===== config.mk =====
export PLATFORM = sky130hd
export DESIGN_NAME = sic_cell
export DESIGN_NICKNAME = d
export VERILOG_FILES = /design/src/design/sic_pkg.sv /design/src/design/sic_cell.sv
export SDC_FILE = /design/constraint.sdc
export NUM_CORES = 1
export LEC_CHECK = 0
export ABC_CLOCK_PERIOD_IN_PS = 3350
export BUFFER_PORTS_ARGS = -buffer_cell sky130_fd_sc_hd__buf_4
export CORE_AREA = 8 8 255 257
export CTS_CLUSTER_DIAMETER = 80
export DETAILED_ROUTE_END_ITERATION = 8
export DIE_AREA = 0 0 263 265
export PLACE_DENSITY = 0.45
export SYNTH_ARGS = -nofsm -noshare
export SYNTH_HDL_FRONTEND = slang
export SYNTH_SLANG_ARGS = --single-unit
export TNS_END_PERCENT = 20

===== constraint.sdc =====
create_clock -name clk -period 3.35 [get_ports clk]
set_clock_uncertainty 0.1 [all_clocks]
set_input_delay 0.1675 -clock clk [delete_from_list [all_inputs] [get_ports clk]]
set_output_delay 0.1675 -clock clk [all_outputs]
set_load 0.1 [all_outputs]

===== src/design/sic_pkg.sv =====
`timescale 1ns / 1ps
package sic_pkg;

  // control that travels with each beat down the pipeline
  typedef struct packed {
    logic vld;
    logic skip;
  } sic_ctl_t;

endpackage


===== src/design/sic_cell.sv =====
`timescale 1ns / 1ps
module sic_cell import sic_pkg::*; #(
  parameter int NW = 51,
  parameter int DW = 35,
  parameter int SW = 130
) (
  input  logic          clk,
  input  logic          rst,
  input  logic          adv,
  input  sic_ctl_t      ctl_in,
  input  logic [DW-1:0] div_in,
  input  logic [DW-1:0] rem_x_in,
  input  logic [NW-1:0] acc_x_in,
  input  logic [DW-1:0] rem_y_in,
  input  logic [NW-1:0] acc_y_in,
  input  logic [SW-1:0] side_in,
  output sic_ctl_t      ctl,
  output logic [DW-1:0] div,
  output logic [DW-1:0] rem_x,
  output logic [NW-1:0] acc_x,
  output logic [DW-1:0] rem_y,
  output logic [NW-1:0] acc_y,
  output logic [SW-1:0] side
);

  logic [DW:0]   tx, ty, dx, dy;
  logic          gx, gy;
  logic [DW-1:0] rem_x_next, rem_y_next;
  logic [NW-1:0] acc_x_next, acc_y_next;

  // one restoring step per lane: shift in next numerator bit, try subtract
  always_comb begin
    tx = {rem_x_in, acc_x_in[NW-1]};
    ty = {rem_y_in, acc_y_in[NW-1]};
    dx = tx - {1'b0, div_in};
    dy = ty - {1'b0, div_in};
    gx = (tx >= {1'b0, div_in});
    gy = (ty >= {1'b0, div_in});
    rem_x_next = gx ? dx[DW-1:0] : tx[DW-1:0];
    rem_y_next = gy ? dy[DW-1:0] : ty[DW-1:0];
    acc_x_next = {acc_x_in[NW-2:0], gx};
    acc_y_next = {acc_y_in[NW-2:0], gy};
  end

  // hand everything to the next cell
  always_ff @(posedge clk) begin
    if (rst) begin
      ctl.vld <= 1'b0;
    end else if (adv) begin
      ctl.vld <= ctl_in.vld;
    end
    if (adv) begin
      ctl.skip <= ctl_in.skip;
      div      <= div_in;
      rem_x    <= rem_x_next;
      rem_y    <= rem_y_next;
      acc_x    <= acc_x_next;
      acc_y    <= acc_y_next;
      side     <= side_in;
    end
  end

endmodule


# --- After elaboration in Yosys (flattened, before gate mapping) ---
# Index checks and enable logic that the tools add are counted.
totals:
  regBits: 339
  latchBits: 0
  ramBits: 0
  rom_bits: 0
  inputBits: 342
  output_inout_bits: 339
  wordCells: 14
  n_memories: 0
op_classes:
  addsub: 2
  n_mul: 0
  n_div: 0
  order_cmp: 2
  eq_ne: 0
  shift: 0
  n_mux: 2
  n_bitwise: 0
  n_reduce_logical: 0
op_table:
  columns: ["op", "n"]
  rows:
  - [">= comparator 36 x 35 -> 1 bit", 2]
  - ["two-way mux 35 bit", 2]
  - ["subtractor 35 bit", 2]

# --- Depth between registers and ports, before layout ---
# Gate-level depths: netlist of the first run.
depth:
  word_depth: 2
  mapped_depth: 13
  depth_no_buf: 11

# --- Worst setup path after synthesis of the first run ---
# No wires, ideal clock.
synth_timing:
  path_type: "in2reg"
  from: "input port acc_y_in[50]"
  to: "register rem_y[27], data pin"
  setup_ns: 0.262
  arrival_time_ns: 2.533
  required_ns: 2.988
  path_slack_ns: 0.455
  stages: 12
  path_buffers: 2
  cell_sequence: "inv_1 > ha_1 > fa_1 > nand2b_1 > a211oi_1 > o2111ai_1 > a211oi_1 > o31a_1 > or2_1 > buf_4 > buf_6 > mux2_1"
synth_via:
  elab_chain_cells: 2
  elab_cells_between_ends: 3
  cone_classes: "add/sub: 1; order compare: 1; mux: 1"
synth_rtl:
  columns: ["element", "line_no", "text"]
  rows:
  - ["from (decl)", "sic_cell.sv:15", "input logic [NW-1:0] acc_y_in,"]
  - ["subtractor 35 bit or >= comparator 36 x 35 -> 1 bit (tied branches)", "sic_cell.sv:36, sic_cell.sv:38", null]
  - ["two-way mux 35 bit (*)", "sic_cell.sv:40", "rem_y_next = gy ? dy[DW-1:0] : ty[DW-1:0];"]
  - ["named net rem_y_next[27]", "sic_cell.sv:28", "logic [DW-1:0] rem_x_next, rem_y_next;"]
  - ["to (signal assigned)", "sic_cell.sv:56", "rem_y <= rem_y_next;"]
  - ["to (decl)", "sic_cell.sv:21", "output logic [DW-1:0] rem_y,"]
# Mark *: on every way through the listed nets, which the timed path passes. The rest lies on a longest branch.
# A chain may end at the register's enable or synchronous reset.

# --- Worst setup path in the final report of the first run ---
layout_timing:
  from: "input port acc_x_in[50]"
  to: "register rem_x[27], data pin"
layout_via:
  elab_chain_cells: 2
  elab_cells_between_ends: 3
  cone_classes: "add/sub: 1; order compare: 1; mux: 1"
layout_rtl:
  columns: ["element", "line_no", "text"]
  rows:
  - ["from (decl)", "sic_cell.sv:13", "input logic [NW-1:0] acc_x_in,"]
  - ["subtractor 35 bit or >= comparator 36 x 35 -> 1 bit (tied branches)", "sic_cell.sv:35, sic_cell.sv:37", null]
  - ["two-way mux 35 bit (*)", "sic_cell.sv:39", "rem_x_next = gx ? dx[DW-1:0] : tx[DW-1:0];"]
  - ["named net rem_x_next[27]", "sic_cell.sv:28", null]
  - ["to (signal assigned)", "sic_cell.sv:55", "rem_x <= rem_x_next;"]
  - ["to (decl)", "sic_cell.sv:19", "output logic [DW-1:0] rem_x,"]
# Marks and branches as above.

==> impl_metrics.csv, run 1 <==
group,metric,value,unit
timing,final-hold-violation-count,0,
clock_network,htreeDepth,2,
setup_path,critical_path.max_fanout,21,
synth,synth_warnings,0,
setup_path,cp.arrival,3460,ps
timing,final_max_slew_viol_count,0,
synth,synth-async-reset-ratio,0,%
floorplan,core.rowCount,91,
setup_path,end_kind,"flip-flop",
clock_network,cts_setup_buffers,0,
setup_path,required,3550,ps
clock_network,cts.sinks,339,
run_status,status,"completed",
detailed_routing,drt-wirelength-per-cell,23.5,µm
timing,tightest_slew,732,ps
pwr,clockPowerShare,28.7,%
grt,gr-usage-met1,19.4,%
synth,yosysTopAreaCell,"edfxtp_1",
synth,yosysUniqueCellTypes,77,
timing,tns,0,ps
synth,ys_top_cells_by_area,"edfxtp_1 67%, ha_1 5.8%, a21oi_1 3.2%",
placement,dpl.hpwl,57600,µm
grt,overflow,0,
grt,antenna_found_initial,34,
setup_path,r2r_setup_slack,2110,ps
floorplan,ios,681,
timing,setup_ws,90.5,ps
detailed_routing,ant_nets,0,
timing,slew_headroom,51.2,%
synth,syn_area,15200,µm²
pwr,pwr-share-seq,34.5,%
grt,grt_use_met2,36.3,%
detailed_routing,drtPass1Iterations,5,
placement,port_buffers,680,
pwr,power_frac_comb,36.8,%
final_layout,postLayoutCoreUtil,43.0,%
synth,synth_area_per_cell,13.6,µm²
detailed_routing,drc_errors,0,
floorplan,die_h,265,µm
floorplan,die_x,263,µm
floorplan,die_area,69700,µm²
grt,gr-usage-met3,6.75,%
timing,setup_viol,0,
timing,period_share,97.3,%
placement,globalplace.congestion,0.832,
pwr,cellPowerDensity,585,nW/µm²
timing,post-route-min-period,3260,ps
grt,busiest_layer,"met2",
pwr,peakVddDrop,0.328,mV
synth,synthFlopType,"edfxtp_1",
timing,fmax,307,MHz
setup_path,cp-start-kind,"primary input",
clock_network,clkLatencyLatePin,550,ps
clock_network,clkTransAtPathRegs,60,ps
pwr,switchingPower,6.12,mW
grt,grt_first_pass_wirelength,99800,µm
synth,synth_top_area_share,67.0,%
synth,syn_nets,1525,
clock_network,cts-buffers-inserted,43,
detailed_routing,wirelength,71100,µm
clock_network,clockBufferDepth,3,
final_layout,syn_to_final_growth,73.0,%
synth,synth_edf_count,338,
final_layout,mostFrequentLayoutCell,"buf_4",
pwr,power.internal,9.22,mW
final_layout,drive_above_1_share,36.4,%
run,drv_cap,0,
detailed_routing,vias,13500,
grt,grt_max_degree,82,
min_path,hold_class,"primary input to flip-flop",
clock_network,cts_tree,"done",
timing,rsz0062_at_grt,"true",
floorplan,initial_core_util,24.8,%
grt,gr-usage-all-layers,19.3,%
setup_path,r2r_cells,3,
grt,grt_pass1_vias,14300,
synth,synthCells,1111,
detailed_routing,drtIter0Drc,887,
final_layout,final_cell_mix,"722 x buf_4, 338 x edfxtp_1, 338 x dlygate4sd3_1",
synth,synth-seq-cells,339,
pwr,p_leak,11.0,nW
floorplan,core,61000,µm²
synth,ys_seq_area_share,67.1,%
clock_network,root_buffer,"clkbuf_16",
setup_path,path_class,"primary input to flip-flop",
placement,pre_cts_slack,-30.0,ps
min_path,whs_path_depth,1,
detailed_routing,routed_via_density,4.48,
final_layout,layout.nets,2598,
pwr,power_switching_share,39.9,%
==> repair_timing <==
action / CTS / global route
hold buffers: 338 / 0
gates resized for setup: 0 / 4
hold endpoints to repair: 337 / 0
endpoints found under the setup margin: 0 / 31
==> routing by layer <==
metal	vias up	share of wire, %
met3	119	7.7
met4	2	3.3
li1	6373	-
met1	6543	35
met5	-	0.018
met2	495	54
==> kinds of logic after synthesis <==
kind of cell	count (synthesis)	share of synthesized area, %
DFF	339	67.1
AOI/OAI and AO/OA	271	11.4
and+or+nand+nor	266	8.33
buffers and inverters	95	3.02
adders and majority gates	72	6.05
xor gates and xnor gates	56	3.24
muxes	12	0.867
==> registers in the layout, indices dropped and copies added (netlist names) <==
name	cells
side	130
acc_x	51
acc_y	51
rem_x	35
rem_y	35
ctl	2
div	35
==> path summary, 6_finish.rpt <==
kind,start,to
setup / recovery,acc_x_in[50],rem_x[27]
hold / removal,adv,acc_x[14]
setup reg to reg,ctl[1],ctl[1]
hold reg to reg,ctl[1],ctl[1]
==> critical path, cell delays in order <==
cell and delay (ps):
dlygate4sd3_1 540, buf_4 140, inv_1 40, ha_1 170
fa_1 210, nand2b_1 140, a21oi_1 90, o41a_1 450
a311oi_2 440, o221ai_2 200, o21ai_4 310, buf_12 200
a211oi_1 60, a32o_1 280
==> through the flow <==
step / cells / power, mW / hold WS [ps] / area [µm²]
finish: 3023 / 15.3 / 22.8 / 26200
global placement: 2591 / 10.7 / 228 / 21400
detailed placement: 2591 / 10.7 / 232 / 21400
floorplan: 1111 / 9.13 / 140 / 15200
CTS: 3002 / 15.5 / 0.244 / 26100
global route: 3016 / 15.9 / 30.2 / 26200
==> cell usage after synthesis (3+ instances only) <==
master,count
nor2b_1,7
nand2b_1,13
nor4_1,3
nand2_1,90
a211oi_1,6
a31oi_1,11
o2111ai_1,3
nor3_1,13
xnor2_1,31
o211ai_1,9
buf_4,7
clkbuf_1,8
nand3_1,26
mux2i_1,3
o21ai_0,41
mux2_2,4
o221ai_1,5
and2_1,5
and3_1,3
or3_1,3
o21a_1,9
o31ai_1,6
a21o_1,21
nor2_1,64
buf_2,14
a21oi_1,97
o21bai_1,10
ha_1,70
o41ai_1,3
and4_1,3
xor2_1,25
nand4_1,20
edfxtp_1,338
buf_6,6
inv_1,56
mux2_1,5
o21ai_1,24
==> power groups by stage <==
stage               sequential [mW]  combinational, mW  clock (mW)
floorplan                      8.28              0.849           0
global placement               5.37               5.30           0
detailed placement             5.38               5.29           0
CTS                            5.30               5.68        4.53
global route                   5.33               5.88        4.67
finish                         5.29               5.65        4.40
==> area by class of cell <==
type | count | area [µm²]
Antenna cell | 21 | 52.6
Sequential cell | 339 | 10200
Multi-Input combinational cell | 677 | 4540
Clock inverter | 21 | 203
Clock buffer | 52 | 1110
Timing Repair Buffer | 1067 | 8940
Tap cell | 790 | 988
Inverter | 56 | 210
Fill cell | 5735 | 34800
(Power assumes the default switching activity.)
==> run 2: changes to the inputs <==
--- a/config.mk
+++ b/config.mk
@@ -5,13 +5,15 @@
 export SDC_FILE = /design/constraint.sdc
 export NUM_CORES = 1
 export LEC_CHECK = 0
+export ABC_AREA = 1
 export ABC_CLOCK_PERIOD_IN_PS = 3350
 export BUFFER_PORTS_ARGS = -buffer_cell sky130_fd_sc_hd__buf_4
-export CORE_AREA = 8 8 255 257
+export CORE_AREA = 8 8 257 259
 export CTS_CLUSTER_DIAMETER = 80
 export DETAILED_ROUTE_END_ITERATION = 8
-export DIE_AREA = 0 0 263 265
-export PLACE_DENSITY = 0.45
+export DIE_AREA = 0 0 265 267
+export PLACE_DENSITY = 0.49
+export SLEW_MARGIN = 20
 export SYNTH_ARGS = -nofsm -noshare
 export SYNTH_HDL_FRONTEND = slang
 export SYNTH_SLANG_ARGS = --single-unit
==> impl_metrics.csv, run 2 <==
group,metric,value,unit
grt,antenna_found_initial,32,
pwr,peakVddDrop,0.333,mV
floorplan,core.rowCount,92,
setup_path,path_class,"primary input to flip-flop",
pwr,switchingPower,6.37,mW
setup_path,crit_family,"buffers and inverters",
floorplan,initial_core_util,26.7,%
pwr,p_leak,12.9,nW
timing,tightest_slew,878,ps
timing,holdWs,-2.56,ps
detailed_routing,wirelength,82000,µm
synth,synth_common_cells,"586 x nand2_1, 338 x edfxtp_1, 237 x inv_1",
final_layout,syn_to_final_growth,65.6,%
floorplan,die_x,265,µm
detailed_routing,ant_nets,0,
synth,syn_nets,2055,
synth,ys_top_cells_by_area,"edfxtp_1 61%, nand2_1 13%, inv_1 5.4%",
clock_network,ctsResizeCount,0,
detailed_routing,vias,15700,
setup_path,crit_slowest_cell,"dlygate4sd3_1",
clock_network,cts.sinks,339,
placement,dpl.hpwl,67500,µm
run_status,violations,"negative hold slack",
setup_path,cp.arrival,3050,ps
detailed_routing,drc_errors,0,
synth,yosysMostFrequentCell,"nand2_1",
detailed_routing,drtPass1Iterations,5,
setup_path,path_cells,"dlygate4sd3_1 -> buf_4 -> ha_1 -> fa_1 -> inv_1 -> nand3_1 -> nand3_1 -> nand3_1 -> nand3_2 -> nand2_1 -> nand2_1 -> nand2_1 -> nand2_2 -> buf_4 -> o21ai_0",
synth,yosysTopAreaCell,"edfxtp_1",
clock_network,clkLatencyLatePin,570,ps
setup_path,required,3550,ps
setup_path,end_kind,"flip-flop",
timing,final-hold-violation-count,6,
final_layout,largestRegisters,"side (130), acc_x (51), acc_y (51)",
pwr,pwr-share-seq,34.3,%
timing,setup_viol,0,
setup_path,r2r_setup_slack,2120,ps
pwr,power_switching_share,41.2,%
synth,synthFlopType,"edfxtp_1",
detailed_routing,drt-wirelength-per-cell,23.1,µm
clock_network,cts_tree,"done",
final_layout,layout.nets,3117,
pwr,cellPowerDensity,564,nW/µm²
final_layout,top_register,"side",
clock_network,clockBufferDepth,3,
detailed_routing,drtIter0Drc,956,
grt,gr-usage-all-layers,22.1,%
synth,synth-seq-cells,339,
setup_path,critical_path.max_fanout,23,
final_layout,mostFrequentLayoutCell,"buf_4",
timing,period_share,85.2,%
timing,final_max_slew_viol_count,0,
synth,synth_warnings,0,
setup_path,max_stage_delay,540,ps
synth,synth_area_per_cell,10.1,µm²
pwr,power_frac_comb,37.0,%
floorplan,die_h,267,µm
clock_network,cts-buffers-inserted,42,
placement,port_buffers,680,
setup_path,crit_cells,15,
clock_network,clkTransAtPathRegs,60,ps
setup_path,cp-start-kind,"primary input",
pwr,power.internal,9.10,mW
min_path,whs_path_depth,1,
final_layout,largest_reg_flops,130,
final_layout,final_area,27400,µm²
timing,post-route-min-period,2850,ps
floorplan,ios,681,
final_layout,drive_above_1_share,30.1,%
synth,ys_seq_area_share,61.4,%
setup_path,crit_buf_inv,4,
synth,synth_top_area_share,61.3,%
run,drv_cap,0,
synth,yosysUniqueCellTypes,35,
grt,grt_max_degree,90,
setup_path,r2r_cells,3,
min_path,hold_class,"primary input to flip-flop",
clock_network,ctsHoldBuffers,338,
synth,synthCells,1641,
pwr,clockPowerShare,28.7,%
clock_network,cts_setup_buffers,0,
timing,fmax,350,MHz
synth,synth_edf_count,338,
floorplan,core,62200,µm²
synth,syn_area,16600,µm²
floorplan,die_area,70800,µm²
grt,grt_pass1_vias,16600,
detailed_routing,routed_via_density,4.44,
final_layout,final_cell_mix,"688 x buf_4, 586 x nand2_1, 338 x edfxtp_1, 338 x dlygate4sd3_1, 237 x inv_1",
run_status,status,"finished with violations",
timing,rsz0062_at_grt,"false",
grt,overflow,0,
final_layout,postLayoutCoreUtil,44.1,%
placement,globalplace.congestion,0.918,
grt,grt_first_pass_wirelength,114000,µm
clock_network,root_buffer,"clkbuf_16",
synth,synth-async-reset-ratio,0,%
clock_network,htreeDepth,2,
placement,place_area,22700,µm²
timing,slew_headroom,41.5,%
timing,tns,0,ps
run 2: cell count changes after synthesis, moves of 20 or more:
cell     previous run  this run
o21ai_1            24         1
nor2_1             64       108
xnor2_1            31         4
nand3_1            26        53
nand2_2             1        21
inv_1              56       237
a21oi_1            97        53
nand2_1            90       586
o21ai_0            41        19
a21o_1             21         0
nand3_2             0        21
run 2: kinds of logic (layout without fill, tap and decap cells):
logic type                 count (synthesis)  in the layout  share of synthesized area (%)
AOI/OAI and AO/OA                         85             85                           2.76
and+or+nand+nor                          848            848                           21.9
xor gates and xnor gates                  36             36                           1.90
DFF                                      339            339                           61.4
buffers and inverters                    260           1354                           6.48
muxes                                      1              1                         0.0604
adders and majority gates                 72             72                           5.53
other                                      0              9                              0
run 2: path summary, 6_finish.rpt:
path,to,startpoint
worst min-delay path,div[19],adv
worst max-delay path,rem_x[1],div_in[0]
worst min register to register,ctl[1],ctl[1]
worst max register to register,ctl[1],ctl[1]
run 2: per-layer routing:
layer,GRT usage [%],up-vias,wire [µm]
met5,0,-,70
met4,8.70,10,3440
met3,5.86,162,5400
met2,41.6,584,43200
met1,23.1,7446,29900
li1,-,7519,-
run 2: stage by stage:
| step | setup slack, ps | total power, mW | std cells |
|---|---|---|---|
| after floorplan | 1190 | 9.18 | 1641 |
| after global placement | 565 | 10.8 | 3120 |
| after detailed placement | 520 | 10.8 | 3120 |
| after CTS | 543 | 15.6 | 3534 |
| after global routing | 344 | 16.0 | 3543 |
| final | 497 | 15.5 | 3543 |
run 2: layout make-up:
class | instances | area [µm²]
Antenna cell | 9 | 22.5
Clock inverter | 25 | 221
Timing Repair Buffer | 1032 | 8660
Fill cell | 5928 | 34700
Clock buffer | 51 | 1110
Multi-Input combinational cell | 1042 | 5330
Inverter | 246 | 926
Sequential cell | 339 | 10200
Tap cell | 799 | 1000
run 2: power by group through the flow:
stage / sequential, mW / clock [mW] / combinational (mW)
global placement: 5.40 / 0 / 5.36
CTS: 5.31 / 4.57 / 5.75
floorplan: 8.22 / 0 / 0.958
global route: 5.34 / 4.72 / 5.97
finish: 5.31 / 4.44 / 5.72
detailed placement: 5.39 / 0 / 5.37
